$ cat src/kfef_pkg.sv
// Shared types and constants for the Kruskal forest edge filter.
`timescale 1ns / 1ps

package kfef_pkg;

  localparam int unsigned VtxW     = 8;
  localparam int unsigned CntW     = 8;
  localparam int unsigned VcW      = 9;
  localparam int unsigned WeightW  = 32;
  localparam logic [VcW-1:0] VcReset = 9'd256;

  // One edge word on the input channel.
  typedef struct packed {
    logic                       first_edge;
    logic [VtxW-1:0]            source;
    logic [VtxW-1:0]            destination;
    logic signed [WeightW-1:0]  weight;
  } in_word_t;

  // One result word on the output channel.
  typedef struct packed {
    logic                       accepted;
    logic [VtxW-1:0]            low_end;
    logic [VtxW-1:0]            high_end;
    logic signed [WeightW-1:0]  edge_weight;
    logic [CntW-1:0]            edges_taken;
    logic                       tree_complete;
  } out_word_t;

  // Parent table access requests.
  typedef struct packed {
    logic            en;
    logic [VtxW-1:0] addr;
  } tbl_rd_t;

  typedef struct packed {
    logic            en;
    logic            clear;
    logic [VtxW-1:0] addr;
    logic [VtxW-1:0] data;
  } tbl_wr_t;

endpackage

$ cat src/kfef_if.sv
// Valid/ready channel interfaces for edge input, result output and configuration.
`timescale 1ns / 1ps

interface kfef_in_if;
  logic               valid;
  logic               ready;
  kfef_pkg::in_word_t data;
  modport source (output valid, output data, input ready);
  modport sink   (input valid, input data, output ready);
endinterface

interface kfef_out_if;
  logic                valid;
  logic                ready;
  kfef_pkg::out_word_t data;
  modport source (output valid, output data, input ready);
  modport sink   (input valid, input data, output ready);
endinterface

interface kfef_cfg_if;
  logic                       valid;
  logic                       ready;
  logic [kfef_pkg::VcW-1:0]   data;
  modport source (output valid, output data, input ready);
  modport sink   (input valid, input data, output ready);
endinterface

$ cat src/kfef_parent_table.sv
// Union-find parent table: memory with one read port, one write port and per-entry valid bits.
`timescale 1ns / 1ps

module kfef_parent_table #(
  parameter int unsigned Depth = 256,
  parameter int unsigned IdxW  = 8
) (
  input  logic                       clk_i,
  input  logic                       rst_ni,
  input  kfef_pkg::tbl_rd_t          rd_req_i,
  input  kfef_pkg::tbl_wr_t          wr_req_i,
  output logic [kfef_pkg::VtxW-1:0]  rd_data_o
);

  logic [kfef_pkg::VtxW-1:0] mem_q [Depth];
  logic [Depth-1:0]          valid_q;
  logic [kfef_pkg::VtxW-1:0] rd_data_q;
  logic [IdxW-1:0]           rd_addr_q;
  logic                      rd_hit_q;

  // Payload storage, no reset.
  always_ff @(posedge clk_i) begin
    if (wr_req_i.en) begin
      mem_q[wr_req_i.addr[IdxW-1:0]] <= wr_req_i.data;
    end
    if (rd_req_i.en) begin
      rd_data_q <= mem_q[rd_req_i.addr[IdxW-1:0]];
      rd_addr_q <= rd_req_i.addr[IdxW-1:0];
    end
  end

  // Entry not yet written since clear reads as its own index.
  always_ff @(posedge clk_i or negedge rst_ni) begin
    if (!rst_ni) begin
      valid_q  <= '0;
      rd_hit_q <= 1'b0;
    end else begin
      if (wr_req_i.clear) begin
        valid_q <= '0;
      end else if (wr_req_i.en) begin
        valid_q[wr_req_i.addr[IdxW-1:0]] <= 1'b1;
      end
      if (rd_req_i.en) begin
        rd_hit_q <= valid_q[rd_req_i.addr[IdxW-1:0]];
      end
    end
  end

  assign rd_data_o = rd_hit_q ? rd_data_q : kfef_pkg::VtxW'(rd_addr_q);

endmodule

$ cat src/kruskal_forest_edge_filter_unit.sv
// Top level of the Kruskal forest edge filter: sequencer, count and result register.
`timescale 1ns / 1ps

// Usage:
//  in_i   : one edge word per handshake (first_edge, source, destination, weight).
//           Edges must arrive in ascending weight order; first_edge starts a new graph.
//  out_o  : one result word per edge: accepted flag, ordered endpoints, weight,
//           running count of taken edges and tree_complete.
//  cfg_i  : vertex_count write (always ready); write it only while idle.
// Sequencing: the sequencer walks both parent chains through a table with one
//  read and one write port, reading then comparing each vertex visited; each
//  walk stops after 256 links. An edge rejected up front (endpoint out of range
//  or tree done) skips both walks and goes straight to the finish state.
//  in_i.ready is high only while the sequencer is idle; one edge at a time, and
//  the next edge can be taken the cycle after the result word is loaded.
// The result register lets the next edge be taken while the previous word
//  waits; if out_o stalls, the finished edge holds in the sequencer until the
//  register frees.
// Reset: vertex_count = 256, count = 0, every table entry reads as its own
//  index (valid bits cleared at once, no clearing pass). first_edge does the same
//  to the forest and count.
module kruskal_forest_edge_filter_unit #(
  parameter int unsigned MAX_VERTICES = 256
) (
  input  logic        clk_i,
  input  logic        rst_ni,
  kfef_in_if.sink     in_i,
  kfef_out_if.source  out_o,
  kfef_cfg_if.sink    cfg_i
);

  localparam int unsigned Depth = (MAX_VERTICES < 256) ? MAX_VERTICES : 256;
  localparam int unsigned IdxW  = $clog2(Depth);
  localparam logic [kfef_pkg::VcW-1:0] Cap = kfef_pkg::VcW'(Depth);
  // Link steps after which a walk stops regardless of the table contents.
  localparam logic [8:0] StepMax = 9'd256;

  typedef enum logic [1:0] {
    S_IDLE,
    S_READ,
    S_CHECK,
    S_DONE
  } state_e;

  state_e                          state_q;
  logic                            phase_q;    // 0: source walk, 1: destination walk
  logic [kfef_pkg::VtxW-1:0]       v_q;
  logic [kfef_pkg::VtxW-1:0]       rs_q;
  logic [kfef_pkg::VtxW-1:0]       src_q;
  logic [kfef_pkg::VtxW-1:0]       dst_q;
  logic signed [kfef_pkg::WeightW-1:0] weight_q;
  logic [kfef_pkg::VcW-1:0]        vc_q;
  logic [kfef_pkg::VcW-1:0]        n_q;
  logic [kfef_pkg::CntW-1:0]       need_q;
  logic [kfef_pkg::CntW-1:0]       taken_q;
  logic [8:0]                      steps_q;
  logic                            acc_q;
  logic                            out_valid_q;
  kfef_pkg::out_word_t             out_q;

  logic [kfef_pkg::VcW-1:0]        n_d;
  logic [kfef_pkg::CntW-1:0]       need_d;
  logic [kfef_pkg::CntW-1:0]       taken_start;
  logic                            edge_ok;
  logic                            in_fire;
  logic                            is_root;
  logic                            walk_end;
  logic                            out_load;
  logic [kfef_pkg::VtxW-1:0]       parent;
  logic [kfef_pkg::VtxW-1:0]       rd_data;
  kfef_pkg::tbl_rd_t               rd_req;
  kfef_pkg::tbl_wr_t               wr_req;

  assign cfg_i.ready = 1'b1;

  always_ff @(posedge clk_i or negedge rst_ni) begin
    if (!rst_ni) begin
      vc_q <= kfef_pkg::VcReset;
    end else if (cfg_i.valid) begin
      vc_q <= cfg_i.data;
    end
  end

  // Effective vertex count: clamp to 1 .. Depth.
  always_comb begin
    if (vc_q == '0) begin
      n_d = kfef_pkg::VcW'(1);
    end else if (vc_q > Cap) begin
      n_d = Cap;
    end else begin
      n_d = vc_q;
    end
  end
  assign need_d      = kfef_pkg::CntW'(n_d - kfef_pkg::VcW'(1));
  assign taken_start = in_i.data.first_edge ? '0 : taken_q;
  assign edge_ok     = ({1'b0, in_i.data.source} < n_d) &&
                       ({1'b0, in_i.data.destination} < n_d) &&
                       (taken_start < need_d);

  assign in_i.ready = (state_q == S_IDLE);
  assign in_fire    = in_i.valid && in_i.ready;

  // Table read data arrives in S_CHECK for vertex v_q.
  assign parent   = rd_data;
  assign is_root  = (parent == v_q) || ({1'b0, parent} >= n_q);
  // A walk that has taken the full step budget ends at the vertex it reached.
  assign walk_end = is_root || (steps_q == StepMax);

  // Result register loads when the sequencer is done and the register is free.
  assign out_load = (state_q == S_DONE) && (!out_valid_q || out_o.ready);

  always_comb begin
    rd_req.en   = (state_q == S_READ);
    rd_req.addr = v_q;
    wr_req.clear = in_fire && in_i.data.first_edge;
    wr_req.en    = (state_q == S_CHECK) && phase_q && walk_end && (rs_q != v_q);
    wr_req.addr  = rs_q;
    wr_req.data  = v_q;
  end

  kfef_parent_table #(
    .Depth (Depth),
    .IdxW  (IdxW)
  ) u_table (
    .clk_i     (clk_i),
    .rst_ni    (rst_ni),
    .rd_req_i  (rd_req),
    .wr_req_i  (wr_req),
    .rd_data_o (rd_data)
  );

  // Sequencer, count and result register.
  always_ff @(posedge clk_i or negedge rst_ni) begin
    if (!rst_ni) begin
      state_q     <= S_IDLE;
      phase_q     <= 1'b0;
      taken_q     <= '0;
      steps_q     <= '0;
      acc_q       <= 1'b0;
      out_valid_q <= 1'b0;
      n_q         <= kfef_pkg::VcReset;
      need_q      <= '0;
    end else begin
      if (out_load) begin
        out_valid_q <= 1'b1;
      end else if (out_valid_q && out_o.ready) begin
        out_valid_q <= 1'b0;
      end
      case (state_q)
        S_IDLE: begin
          if (in_fire) begin
            src_q    <= in_i.data.source;
            dst_q    <= in_i.data.destination;
            weight_q <= in_i.data.weight;
            n_q      <= n_d;
            need_q   <= need_d;
            taken_q  <= taken_start;
            acc_q    <= 1'b0;
            v_q      <= in_i.data.source;
            phase_q  <= 1'b0;
            steps_q  <= '0;
            state_q  <= edge_ok ? S_READ : S_DONE;
          end
        end
        S_READ: begin
          state_q <= S_CHECK;
        end
        S_CHECK: begin
          if (!walk_end) begin
            v_q     <= parent;
            steps_q <= steps_q + 9'd1;
            state_q <= S_READ;
          end else if (!phase_q) begin
            rs_q    <= v_q;
            v_q     <= dst_q;
            phase_q <= 1'b1;
            steps_q <= '0;
            state_q <= S_READ;
          end else begin
            if (rs_q != v_q) begin
              taken_q <= taken_q + kfef_pkg::CntW'(1);
              acc_q   <= 1'b1;
            end
            state_q <= S_DONE;
          end
        end
        S_DONE: begin
          if (out_load) begin
            out_q.accepted      <= acc_q;
            out_q.low_end       <= (src_q < dst_q) ? src_q : dst_q;
            out_q.high_end      <= (src_q < dst_q) ? dst_q : src_q;
            out_q.edge_weight   <= weight_q;
            out_q.edges_taken   <= taken_q;
            out_q.tree_complete <= (taken_q >= need_q);
            state_q             <= S_IDLE;
          end
        end
        default: begin
          state_q <= S_IDLE;
        end
      endcase
    end
  end

  assign out_o.valid = out_valid_q;
  assign out_o.data  = out_q;

`ifndef SYNTHESIS
  // A link is written only between two distinct roots.
  a_link_distinct: assert property (@(posedge clk_i) disable iff (!rst_ni)
    wr_req.en |-> (wr_req.addr != wr_req.data))
    else $error("parent link written onto itself");

  // A new result word is only loaded from the finish state.
  a_load_from_done: assert property (@(posedge clk_i) disable iff (!rst_ni)
    $rose(out_valid_q) |-> ($past(state_q) == S_DONE))
    else $error("result loaded outside finish state");

  // An accepted edge always reports a nonzero count.
  a_acc_count: assert property (@(posedge clk_i) disable iff (!rst_ni)
    (out_valid_q && out_q.accepted) |-> (out_q.edges_taken != '0))
    else $error("accepted edge with zero count");

  // A stalled result word stays valid and unchanged.
  a_out_hold: assert property (@(posedge clk_i) disable iff (!rst_ni)
    (out_valid_q && !out_o.ready) |=> (out_valid_q && $stable(out_q)))
    else $error("result word changed while stalled");
`endif

endmodule

$ cat src/flat_wrapper.sv
// flat-port wrapper written by rule: the top's interface ports become plain ports
module kruskal_forest_edge_filter_unit_flat 
#(
  parameter int unsigned MAX_VERTICES = 256
)
  (clk_i, rst_ni, in_i_valid, in_i_data, in_i_ready, out_o_valid, out_o_data, out_o_ready, cfg_i_valid, cfg_i_data, cfg_i_ready);
  kfef_in_if in_i_i ();
  kfef_out_if out_o_i ();
  kfef_cfg_if cfg_i_i ();
  input  logic clk_i;
  input  logic rst_ni;
  input wire logic [$bits(in_i_i.valid)-1:0] in_i_valid;
  input wire logic [$bits(in_i_i.data)-1:0] in_i_data;
  output wire logic [$bits(in_i_i.ready)-1:0] in_i_ready;
  output wire logic [$bits(out_o_i.valid)-1:0] out_o_valid;
  output wire logic [$bits(out_o_i.data)-1:0] out_o_data;
  input wire logic [$bits(out_o_i.ready)-1:0] out_o_ready;
  input wire logic [$bits(cfg_i_i.valid)-1:0] cfg_i_valid;
  input wire logic [$bits(cfg_i_i.data)-1:0] cfg_i_data;
  output wire logic [$bits(cfg_i_i.ready)-1:0] cfg_i_ready;
  assign in_i_i.valid = in_i_valid;
  assign in_i_i.data = in_i_data;
  assign in_i_ready = in_i_i.ready;
  assign out_o_valid = out_o_i.valid;
  assign out_o_data = out_o_i.data;
  assign out_o_i.ready = out_o_ready;
  assign cfg_i_i.valid = cfg_i_valid;
  assign cfg_i_i.data = cfg_i_data;
  assign cfg_i_ready = cfg_i_i.ready;
  kruskal_forest_edge_filter_unit #(.MAX_VERTICES(MAX_VERTICES)) u_core (.clk_i(clk_i), .rst_ni(rst_ni), .in_i(in_i_i), .out_o(out_o_i), .cfg_i(cfg_i_i));
endmodule
$ cat config.mk
export PLATFORM = sky130hd
export DESIGN_NAME = kruskal_forest_edge_filter_unit_flat
export DESIGN_NICKNAME = d
export VERILOG_FILES = /design/src/kfef_pkg.sv /design/src/kfef_if.sv /design/src/kfef_parent_table.sv /design/src/kruskal_forest_edge_filter_unit.sv /design/src/flat_wrapper.sv
export SDC_FILE = /design/constraint.sdc
export NUM_CORES = 2
export LEC_CHECK = 0
export BUFFER_PORTS_ARGS = -buffer_cell sky130_fd_sc_hd__buf_2
export CELL_PAD_IN_SITES_DETAIL_PLACEMENT = 2
export CELL_PAD_IN_SITES_GLOBAL_PLACEMENT = 2
export CORE_MARGIN = 2
export CORE_UTILIZATION = 46
export CTS_BUF_LIST = sky130_fd_sc_hd__clkbuf_8
export DETAILED_ROUTE_END_ITERATION = 12
export PLACE_DENSITY_LB_ADDON = 0.12
export SLEW_MARGIN = 20
export SYNTH_ARGS = -nofsm -noshare
export SYNTH_HDL_FRONTEND = slang
export SYNTH_HIERARCHICAL = 1
export SYNTH_SLANG_ARGS = --single-unit
$ cat constraint.sdc
create_clock -name clk_i -period 5.8 [get_ports clk_i]
set_input_delay 0.29 -clock clk_i [delete_from_list [all_inputs] [get_ports clk_i]]
set_output_delay 0.29 -clock clk_i [all_outputs]
set_load 0.05 [all_outputs]
==> run_results.csv <==
group,metric,value,unit
status,status,"finished clean",
final_layout,area_delta_synth_final,15.9,%
sta,post-route-period-util,0.902,
global_routing,gr-total-overflow,0,
placement,gp_congestion,0.815,
route,dr.pass1.iters,7,
pwr,p_sw,15.2,mW
synth,synth_warnings,6,
sta,max_slew.worst_pin.slew,1240,ps
sta,timing.hold.ws,163,ps
pwr,power_frac_seq,0.446,
sta,rsz0062_at_grt,"no",
cts,cts_tree,"yes",
sta,setup_viol,0,
critical_path,cp_max_fo,14,
global_routing,grt_pass1_vias,59020,
hold_path,worstHoldPathType,"primary input to flip-flop",
pwr,intPower,33.3,mW
critical_path,endpoint_kind,"flip-flop",
synth,synth_xor_area_frac,0.00171,
final_layout,stdcell_count,8912,
synth,syn_area,97300,um2
critical_path,path_common_cell,"nand3_1",
floorplanning,core_area,210000,um2
cts,numClockSinks,2491,
pwr,clockPowerShare,0.321,
synth,synth_cell_types,77,
critical_path,crit_required,6480,ps
cts,cts-htree-levels,5,
job,maxCapViolations,0,
synth,synth_edf_count,2186,
placement,dp.cells,7989,
pwr,pwr-share-comb,0.233,
synth,synth_nets,5240,
global_routing,antenna_found_initial,11,
synth,muxShareOfSynthArea,0.140,
sta,drv_slew,0,
floorplanning,start_util,0.463,
floorplanning,dieWidth,464,um
floorplanning,fp.dieH,464,um
synth,synth_top_family_by_area,"multiplexers",
cts,insertion_delay,1120,ps
pwr,leakagePower,38.4,nW
critical_path,cp_slowest_stage_delay,1050,ps
critical_path,crit_arrival,5910,ps
synth,synth_seq_cells,2491,
cts,root_buffer,"clkbuf_8",
pwr,power_density,431,nW/um2
synth,syn_inst,5129,
placement,dp_hpwl,190,mm
global_routing,grtUsageTotal,0.287,
floorplanning,dieArea,215000,um2
sta,max-slew-margin-rel,0.169,
placement,dpl_cell_area,103000,um2
floorplanning,pin_count,124,
route,drc,0,
critical_path,worstSetupStartpointType,"flip-flop",
cts,path_clk_slew,60,ps
synth,synth-compound-area-share,0.0404,
placement,portBuffers,122,
route,routed_via_density,6.12,
synth,syn_area_per_cell,19.0,um2
sta,fin_skew,80.4,ps
synth,ys.flop_type,"edfxtp_1",
cts,cts_buffers,428,
route,dr_total_vias,54558,
global_routing,grt_max_degree,140,
route,ant_nets,0,
route,drt_wl_total,307,mm
final_layout,drive_gt1_frac,0.276,
sta,hold_violations,0,
pwr,peakVddDrop,0.000273,V
floorplanning,row_count,168,
final_layout,utilization,0.537,
sta,fmax,191,MHz
pwr,total_power,48.6,mW
cts,postCtsSetupRepairBufs,0,
pwr,switching_share,0.314,
route,wl_per_cell,34.5,um
route,drtIter0Drc,5660,
synth,yosys.area_share.adder,0.00617,
synth,ys_seq_area_frac,0.753,
global_routing,grt_first_pass_wirelength,445,mm
final_layout,nNetsFinal,5856,
synth,synthArstFlopShare,0.122,
sta,finalCriticalPeriod,5230,ps
final_layout,fin_area,113000,um2
critical_path,slowest_stage,"nor2_1",
critical_path,path_cells,"mux2_2 -> ha_1 -> nand3_1 -> nor3b_1 -> nand3_2 -> a31oi_4 -> nand2_2 -> inv_2 -> buf_4 -> nand3_1 -> nor2_1",
synth,synth-simple-area-share,0.0446,
critical_path,path_class,"flip-flop to flip-flop",
cts,clockBufferDepth,4,
## power by group through the flow
stage	clock network (mW)	logic [mW]	registers (mW)
6_report	15.6	11.3	21.6
3_3_place_gp	0	10.8	22.0
2_1_floorplan	0	6.17	23.0
5_1_grt	16.6	11.9	21.7
4_1_cts	15.9	11.3	21.6
3_5_place_dp	0	11.2	22.0
## area by class of cell
cell class | instances | area (um2)
fillers | 17893 | 97200
flip-flops and latches | 2491 | 73300
multi-input cells | 2305 | 23500
clock buffers | 502 | 6910
repair buffers | 483 | 3960
well taps | 2805 | 3510
clock inverters | 281 | 1410
inverters | 36 | 143
diodes | 9 | 22.5
## per-layer routing
layer | track usage | share of wire
met1 | 0.400 | 0.41
met2 | 0.467 | 0.49
met3 | 0.0439 | 0.067
met4 | 0.0912 | 0.031
met5 | 0 | 0.000042
## logic make-up (layout without fill, tap and decap cells)
kind of cell	count (synthesis)	count (layout)
flip-flops	2491	2491
adder cells (fa/ha/maj)	48	48
multiplexers	644	644
AND/OR/NAND/NOR	1022	1022
other	1	10
buffers and inverters	333	1302
XOR/XNOR	19	19
AO/OA/AOI/OAI	571	571
## sequential cells by signal, indices dropped and copies added (netlist names), 2 cells and up
register,cells
u_core/out_o.data,58
u_core/taken_q,8
u_core/src_q,8
u_core/need_q,8
u_core/dst_q,8
u_core/u_table/mem_q,2048
u_core/u_table/rd_addr_q,8
u_core/n_q,9
u_core/vc_q,9
u_core/v_q,8
u_core/state_q,2
u_core/rs_q,8
u_core/steps_q,9
u_core/weight_q,32
u_core/u_table/rd_data_q,8
u_core/u_table/valid_q,256
## worst paths after layout
| kind | startpoint | endpoint | slack (ps) | cells past startpoint |
|---|---|---|---|---|
| max | u_core/u_table/rd_hit_q | u_core/u_table/mem_q[172][2] | 570 | 11 |
| min | out_o_ready | u_core/out_o.valid | 160 | 4 |
| max reg2reg | u_core/u_table/rd_hit_q | u_core/u_table/mem_q[172][2] | 570 | 11 |
| min reg2reg | u_core/weight_q[14] | u_core/out_o.data[23] | 410 | 0 |
| max in group asynchronous | rst_ni | u_core/u_table/valid_q[109] | 3470 | 5 |
| min in group asynchronous | rst_ni | u_core/vc_q[0] | 350 | 4 |
## worst max-delay path: cells and delay by family, from the launching register on
kind	cells	cell delay, ps
AO/OA/AOI/OAI	1	360
AND/OR/NAND/NOR	6	2510
flip-flops	1	570
multiplexers	1	430
adder cells (fa/ha/maj)	1	350
buffers and inverters	2	610
## cell usage after synthesis (9+ instances only)
| master | n | area (um2) |
|---|---|---|
| inv_1 | 33 | 124 |
| ha_1 | 48 | 601 |
| edfxtp_1 | 2186 | 65600 |
| clkbuf_1 | 190 | 713 |
| buf_2 | 66 | 330 |
| mux2_4 | 10 | 150 |
| o21ba_2 | 9 | 90.1 |
| xnor2_1 | 18 | 158 |
| o21ba_1 | 21 | 210 |
| o221ai_1 | 11 | 96.3 |
| mux2_2 | 27 | 304 |
| nand2b_1 | 16 | 100 |
| nand2_1 | 87 | 327 |
| nor2_1 | 738 | 2770 |
| buf_1 | 32 | 120 |
| a21oi_1 | 153 | 766 |
| nand4_1 | 22 | 138 |
| mux2i_1 | 42 | 420 |
| a22oi_1 | 258 | 1940 |
| o22ai_1 | 23 | 144 |
| nor2b_1 | 22 | 138 |
| o21ai_0 | 32 | 160 |
| nand3_1 | 41 | 205 |
| nor3_1 | 11 | 55.1 |
| dfrtp_1 | 303 | 7580 |
| or2_1 | 10 | 62.6 |
| mux4_2 | 563 | 12700 |
| nor4_1 | 35 | 219 |
## per-stage QoR
step	TNS [ps]	setup WS, ps
3_5_place_dp	0	684
2_1_floorplan	-41610	-136
4_1_cts	0	661
3_3_place_gp	0	908
6_report	0	566
5_1_grt	0	290
## repair_timing
action | CTS | global route
setup endpoints to repair | 0 | 0
hold buffers | 131 | 0
gates resized for setup | 0 | 0
endpoints found under the hold margin | 232 | 0
## cell usage in the layout (no fill, tap or decap), types with 27 or more instances in the layout
master         synthesis  layout
a21oi_1              153     153
a22oi_1              258     258
buf_2                 66     121
buf_4                  4     207
clkbuf_8               0     502
clkinv_1               0      51
clkinv_2               0      50
dfrtp_1              303     303
dlygate4sd3_1          0     130
edfxtp_1            2186    2186
ha_1                  48      48
inv_1                 33     196
mux2_2                27      27
mux2i_1               42      42
mux4_2               563     563
nand2_1               87      84
nand3_1               41      32
nor2_1               738     626
nor2_4                 1     103
nor4_1                35      34
o21ai_0               32      32
No activity file was read; power rests on OpenSTA's default activity.
